`src/design/keyword_substitution_cipher_defines.svh`:
```
// assertion macros shared by the cipher rtl
// depends on: clk and rst_n in the scope of each use
`ifndef KEYWORD_SUBSTITUTION_CIPHER_DEFINES_SVH
`define KEYWORD_SUBSTITUTION_CIPHER_DEFINES_SVH

// plain invariant, checked every cycle out of reset
`define KSC_ASSERT(label, prop, msg) \
  label: assert property (@(posedge clk) disable iff (!rst_n) (prop)) else $error(msg);

// same-cycle implication
`define KSC_ASSERT_IMPL(label, ante, cons, msg) \
  label: assert property (@(posedge clk) disable iff (!rst_n) (ante) |-> (cons)) \
    else $error(msg);

// next-cycle implication
`define KSC_ASSERT_NEXT(label, ante, cons, msg) \
  label: assert property (@(posedge clk) disable iff (!rst_n) (ante) |=> (cons)) \
    else $error(msg);

`endif

```
`src/design/ksc_pkg.sv`:
```
// constants, command codes and letter helpers for the keyword cipher
// no dependencies
package ksc_pkg;

  localparam int ALPHABET_SIZE = 26;
  localparam int POS_W         = $clog2(ALPHABET_SIZE);
  localparam int CNT_W         = $clog2(ALPHABET_SIZE + 1);
  localparam int CMD_W         = 2;
  localparam int LETTER_W      = 8;
  localparam int CIPHER_W      = 7;

  localparam logic [LETTER_W-1:0] LETTER_BASE = 8'd97;

  typedef enum logic [CMD_W-1:0] {
    CMD_CLEAR   = 2'd0,
    CMD_APPEND  = 2'd1,
    CMD_ENCRYPT = 2'd2
  } cmd_t;

  function automatic logic letter_valid(input logic [LETTER_W-1:0] letter);
    logic [LETTER_W-1:0] diff;
    diff = letter - LETTER_BASE;
    return (letter >= LETTER_BASE) && (diff < LETTER_W'(ALPHABET_SIZE));
  endfunction

  // position inside the alphabet, zero for anything outside it
  function automatic logic [POS_W-1:0] letter_pos(input logic [LETTER_W-1:0] letter);
    logic [LETTER_W-1:0] diff;
    diff = letter - LETTER_BASE;
    if (letter_valid(letter)) begin
      return diff[POS_W-1:0];
    end
    return '0;
  endfunction

endpackage

```
`src/design/keyword_substitution_cipher.sv`:
```
// keyword substitution cipher, top level with the cipher table memory
// depends on: ksc_pkg, keyword_substitution_cipher_defines.svh
`include "keyword_substitution_cipher_defines.svh"

// Keyword substitution cipher over the lower-case letters a..z. Each input
// item carries a command in in_tuser (clear key, append key letter, encrypt
// letter) and an ASCII byte in in_tdata. Appended key letters fill the cipher
// alphabet in order; a letter outside a..z, a repeated letter, or one that
// arrives once the alphabet is full or already completed is dropped and its
// result item carries key_error. The first encrypt after key loading fills
// the rest of the alphabet with the unused letters in alphabetical order;
// every encrypt then returns the cipher letter at the plaintext letter's
// position (a byte outside a..z counts as 'a'). Clear and the unused command
// code give no result item. A clear finishes in S_IDLE; an append writes the
// table there and sends its result from S_SEND; an encrypt reads the table,
// then passes S_READ and S_SEND. The first encrypt after key loading runs
// S_FILL, one letter per cycle through the table's single write port, then
// S_ISSUE. The table needs no clearing after reset: entries are read only
// after the fill has written all of them. One item is in work at a time, but
// a new item is taken while a finished result waits in the output register.
module keyword_substitution_cipher (
  input  logic                         clk,
  input  logic                         rst_n,
  input  logic                         in_tvalid,
  output logic                         in_tready,
  input  logic [ksc_pkg::LETTER_W-1:0] in_tdata,   // [7:0] letter
  input  logic [ksc_pkg::CMD_W-1:0]    in_tuser,   // [1:0] command
  output logic                         out_tvalid,
  input  logic                         out_tready,
  output logic [7:0]                   out_tdata   // [6:0] cipher_letter, [7] key_error
);
  import ksc_pkg::*;

  typedef enum logic [2:0] {
    S_IDLE,
    S_FILL,
    S_ISSUE,
    S_READ,
    S_SEND
  } state_t;

  // cipher table: one write port, one registered read port
  logic [POS_W-1:0] table_mem [ALPHABET_SIZE];
  logic [POS_W-1:0] rd_data_r;
  logic [POS_W-1:0] rd_addr;
  logic [POS_W-1:0] wr_addr;
  logic [POS_W-1:0] wr_data;
  logic             mem_we;

  state_t                 state_r, state_nxt;
  logic [ALPHABET_SIZE-1:0] used_r, used_nxt;
  logic [CNT_W-1:0]       key_count_r, key_count_nxt;
  logic                   complete_r, complete_nxt;
  logic [POS_W-1:0]       fill_idx_r, fill_idx_nxt;
  logic [POS_W-1:0]       pos_r, pos_nxt;
  logic [CIPHER_W-1:0]    res_letter_r, res_letter_nxt;
  logic                   res_err_r, res_err_nxt;
  logic                   out_valid_r, out_valid_nxt;
  logic [CIPHER_W-1:0]    out_letter_r, out_letter_nxt;
  logic                   out_err_r, out_err_nxt;

  logic             in_fire;
  cmd_t             in_cmd;
  logic [POS_W-1:0] in_pos;
  logic             in_ok;
  logic             room;
  logic             fill_last;
  logic             append_ok;

  assign in_tready = (state_r == S_IDLE);
  assign in_fire   = in_tvalid && in_tready;
  assign in_cmd    = cmd_t'(in_tuser);
  assign in_pos    = letter_pos(in_tdata);
  assign in_ok     = letter_valid(in_tdata);
  assign room      = key_count_r < CNT_W'(ALPHABET_SIZE);
  assign fill_last = fill_idx_r == POS_W'(ALPHABET_SIZE - 1);
  assign append_ok = in_ok && !complete_r && room && !used_r[in_pos];

  // during idle the read is issued straight from the incoming letter
  assign rd_addr = (state_r == S_IDLE) ? in_pos : pos_r;
  assign wr_addr = key_count_r[POS_W-1:0];

  always_comb begin
    state_nxt      = state_r;
    used_nxt       = used_r;
    key_count_nxt  = key_count_r;
    complete_nxt   = complete_r;
    fill_idx_nxt   = fill_idx_r;
    pos_nxt        = pos_r;
    res_letter_nxt = res_letter_r;
    res_err_nxt    = res_err_r;
    out_letter_nxt = out_letter_r;
    out_err_nxt    = out_err_r;
    out_valid_nxt  = out_valid_r && !out_tready;
    mem_we         = 1'b0;
    wr_data        = in_pos;

    unique case (state_r)
      S_IDLE: begin
        if (in_fire) begin
          unique case (in_cmd)
            CMD_CLEAR: begin
              used_nxt      = '0;
              key_count_nxt = '0;
              complete_nxt  = 1'b0;
            end
            CMD_APPEND: begin
              if (append_ok) begin
                mem_we                = 1'b1;
                key_count_nxt         = key_count_r + CNT_W'(1);
                used_nxt[in_pos]      = 1'b1;
              end
              res_letter_nxt = '0;
              res_err_nxt    = !append_ok;
              state_nxt      = S_SEND;
            end
            CMD_ENCRYPT: begin
              pos_nxt = in_pos;
              if (complete_r) begin
                state_nxt = S_READ;
              end else begin
                fill_idx_nxt = '0;
                state_nxt    = S_FILL;
              end
            end
            default: begin
              // unused code: dropped without a result
            end
          endcase
        end
      end
      S_FILL: begin
        // one letter per cycle, unused ones go to the next free entry
        wr_data = fill_idx_r;
        if (!used_r[fill_idx_r] && room) begin
          mem_we               = 1'b1;
          key_count_nxt        = key_count_r + CNT_W'(1);
          used_nxt[fill_idx_r] = 1'b1;
        end
        if (fill_last) begin
          complete_nxt = 1'b1;
          state_nxt    = S_ISSUE;
        end else begin
          fill_idx_nxt = fill_idx_r + POS_W'(1);
        end
      end
      S_ISSUE: begin
        // last fill write has landed, read now sees it
        state_nxt = S_READ;
      end
      S_READ: begin
        res_letter_nxt = LETTER_BASE[CIPHER_W-1:0] + CIPHER_W'(rd_data_r);
        res_err_nxt    = 1'b0;
        state_nxt      = S_SEND;
      end
      S_SEND: begin
        if (!out_valid_r || out_tready) begin
          out_valid_nxt  = 1'b1;
          out_letter_nxt = res_letter_r;
          out_err_nxt    = res_err_r;
          state_nxt      = S_IDLE;
        end
      end
      default: begin
        state_nxt = S_IDLE;
      end
    endcase
  end

  always_ff @(posedge clk) begin
    if (mem_we) begin
      table_mem[wr_addr] <= wr_data;
    end
    rd_data_r <= table_mem[rd_addr];
  end

  always_ff @(posedge clk) begin
    if (!rst_n) begin
      state_r     <= S_IDLE;
      used_r      <= '0;
      key_count_r <= '0;
      complete_r  <= 1'b0;
      out_valid_r <= 1'b0;
    end else begin
      state_r     <= state_nxt;
      used_r      <= used_nxt;
      key_count_r <= key_count_nxt;
      complete_r  <= complete_nxt;
      out_valid_r <= out_valid_nxt;
    end
    fill_idx_r   <= fill_idx_nxt;
    pos_r        <= pos_nxt;
    res_letter_r <= res_letter_nxt;
    res_err_r    <= res_err_nxt;
    out_letter_r <= out_letter_nxt;
    out_err_r    <= out_err_nxt;
  end

  assign out_tvalid = out_valid_r;
  assign out_tdata  = {out_err_r, out_letter_r};

  // every table entry written matches exactly one used letter
  `KSC_ASSERT(a_count_matches_used, $countones(used_r) == int'(key_count_r),
    "key count and used letters disagree")
  `KSC_ASSERT(a_count_bound, key_count_r <= CNT_W'(ALPHABET_SIZE),
    "key count beyond alphabet")
  `KSC_ASSERT_IMPL(a_complete_full, complete_r, key_count_r == CNT_W'(ALPHABET_SIZE),
    "completed table not full")
  `KSC_ASSERT_NEXT(a_fill_ends, state_r == S_FILL && fill_last,
    complete_r && state_r == S_ISSUE, "fill did not finish")

endmodule

```
`config.mk`:
```
export PLATFORM = sky130hd
export DESIGN_NAME = keyword_substitution_cipher
export DESIGN_NICKNAME = d
export VERILOG_FILES = /design/src/design/ksc_pkg.sv /design/src/design/keyword_substitution_cipher.sv
export VERILOG_INCLUDE_DIRS = /design/src /design/src/design
export SDC_FILE = /design/constraint.sdc
export NUM_CORES = 1
export LEC_CHECK = 0
export CAP_MARGIN = 25
export CELL_PAD_IN_SITES_DETAIL_PLACEMENT = 0
export CELL_PAD_IN_SITES_GLOBAL_PLACEMENT = 1
export CORE_UTILIZATION = 45
export DETAILED_ROUTE_END_ITERATION = 12
export DONT_BUFFER_PORTS = 1
export PLACE_DENSITY = 0.79
export SYNTH_ARGS = -nofsm -noshare
export SYNTH_HDL_FRONTEND = slang
export SYNTH_SLANG_ARGS = --single-unit
```
`constraint.sdc`:
```
create_clock -name clk -period 9.54 [get_ports clk]
set_clock_uncertainty 0.15 [all_clocks]
set_input_delay 1.431 -clock clk [delete_from_list [all_inputs] [get_ports clk]]
set_output_delay 1.431 -clock clk [all_outputs]
set_load 0.05 [all_outputs]
```
== Word level (Yosys, flattened, before mapping) ==
Memories as Yosys holds them, arrays and structs flattened. A register that Yosys moved wholly into a read port is not among the register bits.
Index checks and enable logic that the tools add are counted.

* Bits in registers: 62
* RAM bits: 130
* Bits of input ports: 14
* Output and inout port bits: 10
* Memories kept: 1

* $add $sub $neg: 4
* $lt $le $gt $ge: 7
* Eq/ne operators: 19
* Muxes and demuxes: 53
* Bitwise operators: 2
* Reduce and logical (&&, ||, !) cells: 27

{| class="wikitable"
|+ Memory list
! name !! depth !! bits a word !! rd ports !! clocked after Yosys merged registers in !! wr ports !! line !! text
|-
| table_mem || 26 || 5 || 1 || 1 || 1 || keyword_substitution_cipher.sv:43 || <nowiki>logic [POS_W-1:0] table_mem [ALPHABET_SIZE];</nowiki>
|}

{| class="wikitable"
|+ Operator list
! operator !! count
|-
| 26-bit one-hot mux with 2 select lines || 2
|-
| 26-bit two-way mux || 3
|-
| 5-bit two-way mux || 11
|-
| 26-bit bitwise OR || 2
|-
| 5-bit one-hot mux with 2 select lines || 3
|-
| 1-bit two-way mux || 18
|-
| 3-bit one-hot mux with 5 select lines || 1
|-
| 7-bit two-way mux || 2
|-
| 7-bit one-hot mux with 2 select lines || 1
|-
| 5-bit by 6-bit < comparator with 1-bit output (second input constant) || 2
|-
| 5-bit by 1-bit adder with 5-bit output (second input constant) || 2
|-
| 1-bit binary-select mux with 5-bit select || 2
|-
| 1-bit demux with 5-bit select || 2
|-
| 5-bit by 1-bit greater-or-equal comparator with 1-bit output (second input constant) || 2
|-
| 2-bit != test (second input constant) || 5
|-
| 5-bit AND reduction || 2
|-
| 1-bit logical AND || 9
|-
| 3-bit two-way mux || 3
|-
| 8-bit by 7-bit greater-or-equal comparator with 1-bit output (second input constant) || 1
|-
| 8-bit by 5-bit < comparator with 1-bit output (second input constant) || 1
|-
| 2-bit by 1-bit != test with 1-bit output (second input constant) || 4
|-
| 4-bit AND reduction || 2
|-
| 8-bit by 7-bit subtractor with 8-bit output (second input constant) || 1
|-
| 6-bit by 6-bit adder with 7-bit output (first input constant) || 1
|-
| 19 further kinds || 30
|}

== Depth between registers and ports, before layout ==
* Word-level depth: 15
* Mapped depth: 17
* Mapped depth without buffers: 10

== Worst setup path before layout ==
Ideal clock, no wire load.

* Path type: input to register
* From: in in_tdata[0] (netlist name)
* To: mem table_mem[0][2] (netlist name), data pin
* Library setup time: 0.420 ns
* Data arrival time: 5.047 ns
* Path slack: 3.923 ns
* Stages on the path: 13
* Cells stage by stage: buf_2 -> buf_2 -> buf_1 -> inv_1 -> ha_1 -> buf_2 -> nand2_1 -> nand4_1 -> and3_1 -> buf_1 -> nand3_4 -> buf_2 -> o31ai_1

* Word-level cells in the longest chain between the ends: 6
* Elaborated cells between the ends (all ways): 8
* Those cells by class: add/sub (1); order compare (2); mux (4); reduce/logical (1)

{| class="wikitable"
|+ RTL lines
! element !! line !! text
|-
| start: declaration || keyword_substitution_cipher.sv:26 || <nowiki>input logic [ksc_pkg::LETTER_W-1:0] in_tdata,</nowiki>
|-
| 8-bit by 7-bit subtractor with 8-bit output || ksc_pkg.sv:22 || <nowiki>diff = letter - LETTER_BASE;</nowiki>
|-
| 8-bit by 5-bit < comparator with 1-bit output || ksc_pkg.sv:23 || <nowiki>return (letter >= LETTER_BASE) && (diff < LETTER_W'(ALPHABET_SIZE));</nowiki>
|-
| 1-bit logical AND || ksc_pkg.sv:23 ||
|-
| 1-bit two-way mux || ksc_pkg.sv:30 || <nowiki>if (letter_valid(letter)) begin</nowiki>
|-
| 5-bit two-way mux * || ksc_pkg.sv:33 || <nowiki>return '0;</nowiki>
|-
| 5-bit two-way mux * || keyword_substitution_cipher.sv:98 || <nowiki>unique case (state_r)</nowiki>
|-
| via wr_data[2] || keyword_substitution_cipher.sv:47 || <nowiki>logic [POS_W-1:0] wr_data;</nowiki>
|-
| end: declaration || keyword_substitution_cipher.sv:43 ||
|}

The timed path passes the listed nets; every way through them passes the cells marked *. The select of a mux whose other input is x is not followed.

== Worst setup path in the final report ==
* From: in in_tdata[0] (netlist name)
* To: mem table_mem[17][4] (netlist name), enable pin

* Word-level cells in the longest chain between the ends: 15
* Elaborated cells between the ends (all ways): 19
* Those cells by class: add/sub (1); order compare (2); mux (11); reduce/logical (5)

{| class="wikitable"
|+ RTL lines
! element !! line !! text
|-
| 8-bit by 7-bit subtractor with 8-bit output || ksc_pkg.sv:22 ||
|-
| 8-bit by 5-bit < comparator with 1-bit output || ksc_pkg.sv:23 ||
|-
| 1-bit logical AND || ksc_pkg.sv:23 ||
|-
| 1-bit two-way mux || ksc_pkg.sv:30 ||
|-
| 5-bit two-way mux || ksc_pkg.sv:33 ||
|-
| 1-bit binary-select mux with 5-bit select || keyword_substitution_cipher.sv:77 || <nowiki>assign append_ok = in_ok && !complete_r && room && !used_r[in_pos];</nowiki>
|-
| 1-bit two-way mux (not written as such) || keyword_substitution_cipher.sv:77 ||
|-
| 1-bit logical NOT || keyword_substitution_cipher.sv:77 ||
|-
| 1-bit logical AND * || keyword_substitution_cipher.sv:77 ||
|-
| 1-bit two-way mux * || keyword_substitution_cipher.sv:108 || <nowiki>if (append_ok) begin</nowiki>
|-
| 1-bit two-way mux * || keyword_substitution_cipher.sv:101 || <nowiki>unique case (in_cmd)</nowiki>
|-
| 1-bit two-way mux * || keyword_substitution_cipher.sv:100 || <nowiki>if (in_fire) begin</nowiki>
|-
| 1-bit one-hot mux with 2 select lines * || keyword_substitution_cipher.sv:98 ||
|-
| 1-bit two-way mux * || keyword_substitution_cipher.sv:171 || <nowiki>if (mem_we) begin</nowiki>
|-
| 1-bit two-way mux (not written as such) * || keyword_substitution_cipher.sv:172 || <nowiki>table_mem[wr_addr] <= wr_data;</nowiki>
|}

Mark *: on every way between the ends. The rest lies on a longest branch, timed or not. The select of a mux whose other input is x is not followed.

==> summary.md <==
| Metric | Value |
|---|---|
| Status | finished clean |
| Critical Path End Type | flop |
| Final net count | 845 |
| NetSw | 0.000514 W |
| CP arrival | 4.91 ns |
| Die Ht | 150 um |
| Syn-to-layout area delta | 7.40% |
| Relative slew margins | 37.1% |
| Worst vdd ir | 132 uV |
| Die Wd | 150 um |
| RD Place Congestion | 0.904 |
| Hold-fix buffers, CTS | 0 |
| Die ar. | 0.0225 sq mm |
| Hold WC Path Type | reg -> reg |
| All-Layer GR Usage | 23.1% |
| P_int | 0.00145 W |
| Drt pass-1 iters | 5 |
| CP Launch Type | primary input |
| Slew Limit Fails | 0 |
| Setup-failing EPs final | 0 |
| Core box area | 0.0212 sq mm |
| Share of cells above drive strength 1 | 11.0% |
| Initial antenna violation count | 0 |
| First-pass GRT wire length | 38300 um |
| Mean Syn Cell Area | 11.6 sq um |
| Slew at the pin with the worst max-slew slack | 0.936 ns |
| Post-DP Area | 0.00995 sq mm |
| Sw frac | 26.2% |
| Number of CTS-inserted buffers | 17 |
| Kind of critical path | in -> reg |
| I/O pins | 24 |
| Post-Syn Instances | 848 |
| FFs w/ async S/R, synth | 0% |
| Core Rows | 53 |
| Sequential cell area fraction in the yosys report | 55.9% |
| Final ANT Viol Nets | 0 |
| Max Buffers Root-to-Sink | 2 |
| Post-Syn Area | 0.00984 sq mm |
| Ant diodes | 0 |
| Clock sink count | 197 |
| Wire per inst | 22.3 um |
| PortBufs | 0 |
| Post-CTS Resized | 0 |
| DP HPWL | 16400 um |
| Final instance area | 0.0106 sq mm |
| Required time of the critical path | 9.46 ns |
| Overflow left after global routing | 0 |
| 1st-iter DRT viols | 906 |
| Fmax | 0.201 GHz |
| Clock root buffer | clkbuf_16 |
| Post-route DRC | 0 |
| EDFF count, synth | 156 |
| Clock Latency Late Sink | 0.44 ns |
| PwrDens | 185 mW/mm^2 |
| Filler cells | 1872 |
| Vias in the first global route | 6533 |
| CP Max Fanout | 27 |
| Starting Density | 46.4% |
| Vias per inst | 6.28 |
| Hold Vio Cnt, Final | 0 |
| Max-Cap Viols | 0 |
| Leak | 3.49 nW |
| Yosys warns | 0 |
| Final WL | 24700 um |
| FF+latch count, synth | 197 |
| Unique cell type count in the Yosys netlist | 90 |
| Clock power frac | 37.3% |
| Post-CTS Setup Inserts | 0 |
| Crit path time final | 4.98 ns |
| Top FF cell, synth | edfxtp_1 |
| Comb power frac | 12.6% |
| CTS tree | yes |
| Via count | 6961 |
| Tcrit/Tclk final | 52.3% |
| Synthesized net count | 873 |
| Sequential power share | 50.1% |
| Htree depth | 4 |
| CTS clk-pin slew, worst paths | 0.07 ns |
| Setup TNS | 0 ns |
| RSZ-0062 raised after global routing | false |
| Largest net degree at the start of global routing | 50 |
## cell families after synthesis
family          after synthesis  share of synthesized area [%]
xor+xnor                      8                          0.712
buf+inv                      72                           3.98
mux                          71                           8.80
compound gates              210                           14.9
fa+ha+maj                    11                           1.40
simple gates                279                           14.3
flops                       197                           55.9
## routing by layer
| layer | vias up | wire length (um) | GRT usage, % |
|---|---|---|---|
| met5 | - | 0 | 0 |
| met4 | 0 | 672 | 8.64 |
| met3 | 49 | 1960 | 4.42 |
| met2 | 330 | 11400 | 35.3 |
| met1 | 3409 | 10700 | 32.5 |
| li1 | 3173 | - | - |
## per-stage QoR
| step | hold WS, ns | util (%) | worst slack (ns) | instances | power, W |
|---|---|---|---|---|---|
| floorplan | 0.250 | - | 3.92 | 848 | 0.00118 |
| global placement | 0.253 | 46.8 | 4.24 | 1073 | 0.00124 |
| detailed placement | 0.255 | 46.9 | 4.12 | 1075 | 0.00124 |
| CTS | 0.265 | 49.7 | 4.56 | 1107 | 0.00196 |
| global route | 0.266 | 49.8 | 4.33 | 1108 | 0.00202 |
| finish | 0.264 | 49.8 | 4.56 | 1108 | 0.00196 |
## synthesized netlist by cell type (6+ instances only)
| library cell | count | area share, % |
|---|---|---|
| a21oi_1 | 49 | 2.5 |
| o22ai_1 | 12 | 0.76 |
| a31oi_1 | 18 | 1.1 |
| nand2_1 | 53 | 2.0 |
| nand3b_1 | 6 | 0.46 |
| a211oi_1 | 19 | 1.4 |
| ha_1 | 11 | 1.4 |
| inv_1 | 12 | 0.46 |
| buf_2 | 17 | 0.86 |
| and2_1 | 8 | 0.51 |
| nand4_1 | 6 | 0.38 |
| clkbuf_1 | 24 | 0.92 |
| nor2_1 | 104 | 4.0 |
| nor2b_1 | 9 | 0.57 |
| nand3_1 | 18 | 0.92 |
| nor3b_1 | 8 | 0.61 |
| dfxtp_1 | 41 | 8.3 |
| nor3_1 | 27 | 1.4 |
| and3_1 | 9 | 0.57 |
| mux4_2 | 12 | 2.7 |
| mux2i_1 | 55 | 5.6 |
| edfxtp_1 | 156 | 48 |
| a21o_1 | 15 | 1.1 |
| o21ai_0 | 36 | 1.8 |
## flip-flops by register name (all words and copies together) (netlist names)
register      cells
complete_r        1
fill_idx_r        5
key_count_r       5
out_err_r         1
out_letter_r      7
out_tvalid        1
pos_r             5
rd_data_r         5
res_err_r         1
res_letter_r      7
state_r           3
table_mem       130
used_r           26
## critical path, stage by stage
cell	delay, ns
inv_1	0.05
ha_1	0.86
nand2_1	0.12
nand4_1	0.16
nand3_1	0.29
nor3_4	0.42
nand4_1	0.23
o21ai_1	0.45
nand2_1	0.40
nor2_1	0.49
## cells in the final DEF (no fill, tap or decap), types with 4 or more instances in the layout
cell	count
o32ai_1	4
edfxtp_1	156
a31oi_1	18
nand4_1	6
mux4_2	12
nor3_1	27
xor2_1	4
nand3b_1	6
and2_1	8
inv_1	12
a211oi_1	19
mux2_2	4
a21o_1	15
nor4_1	4
clkbuf_16	17
mux2i_1	55
o21ai_0	34
nor2_1	104
a21oi_1	49
ha_1	11
a31o_2	4
dfxtp_1	41
nand3_1	18
xnor2_1	4
buf_4	9
o21a_1	4
and3_1	9
nand2b_1	4
nor2b_1	9
o21ai_1	4
nor3b_1	7
o22ai_1	12
inv_6	5
nand2_1	53
## layout make-up
type / count / area, sq um / area share (%)
tap: 275 / 344 / 3.26
inverter: 14 / 52.6 / 0.497
clock inverter: 13 / 169 / 1.60
sequential: 197 / 5510 / 52.1
clock buffer: 19 / 433 / 4.10
multi-input combinational: 579 / 3970 / 37.5
timing repair buffer: 11 / 97.6 / 0.923
## final timing paths
| path | from | cells past startpoint | slack [ns] | end |
|---|---|---|---|---|
| max | in_tdata[0] | 10 | 4.56 | table_mem[17][4]$_DFFE_PP_ |
| min | res_letter_r[6]$_SDFFCE_PP0P_ | 0 | 0.26 | out_letter_r[6]$_DFFE_PP_ |
| max reg2reg | state_r[0]$_SDFFE_PN0P_ | 6 | 5.65 | table_mem[17][4]$_DFFE_PP_ |
| min reg2reg | res_letter_r[6]$_SDFFCE_PP0P_ | 0 | 0.26 | out_letter_r[6]$_DFFE_PP_ |
## power by group through the flow
stage	logic (W)	registers, W	clock network, W
2_1_floorplan	0.000199	0.000984	0
3_3_place_gp	0.000237	0.00100	0
3_5_place_dp	0.000241	0.00100	0
4_1_cts	0.000243	0.000981	0.000740
5_1_grt	0.000266	0.000983	0.000774
6_report	0.000246	0.000982	0.000732
Power figures use the tool's default switching activity.
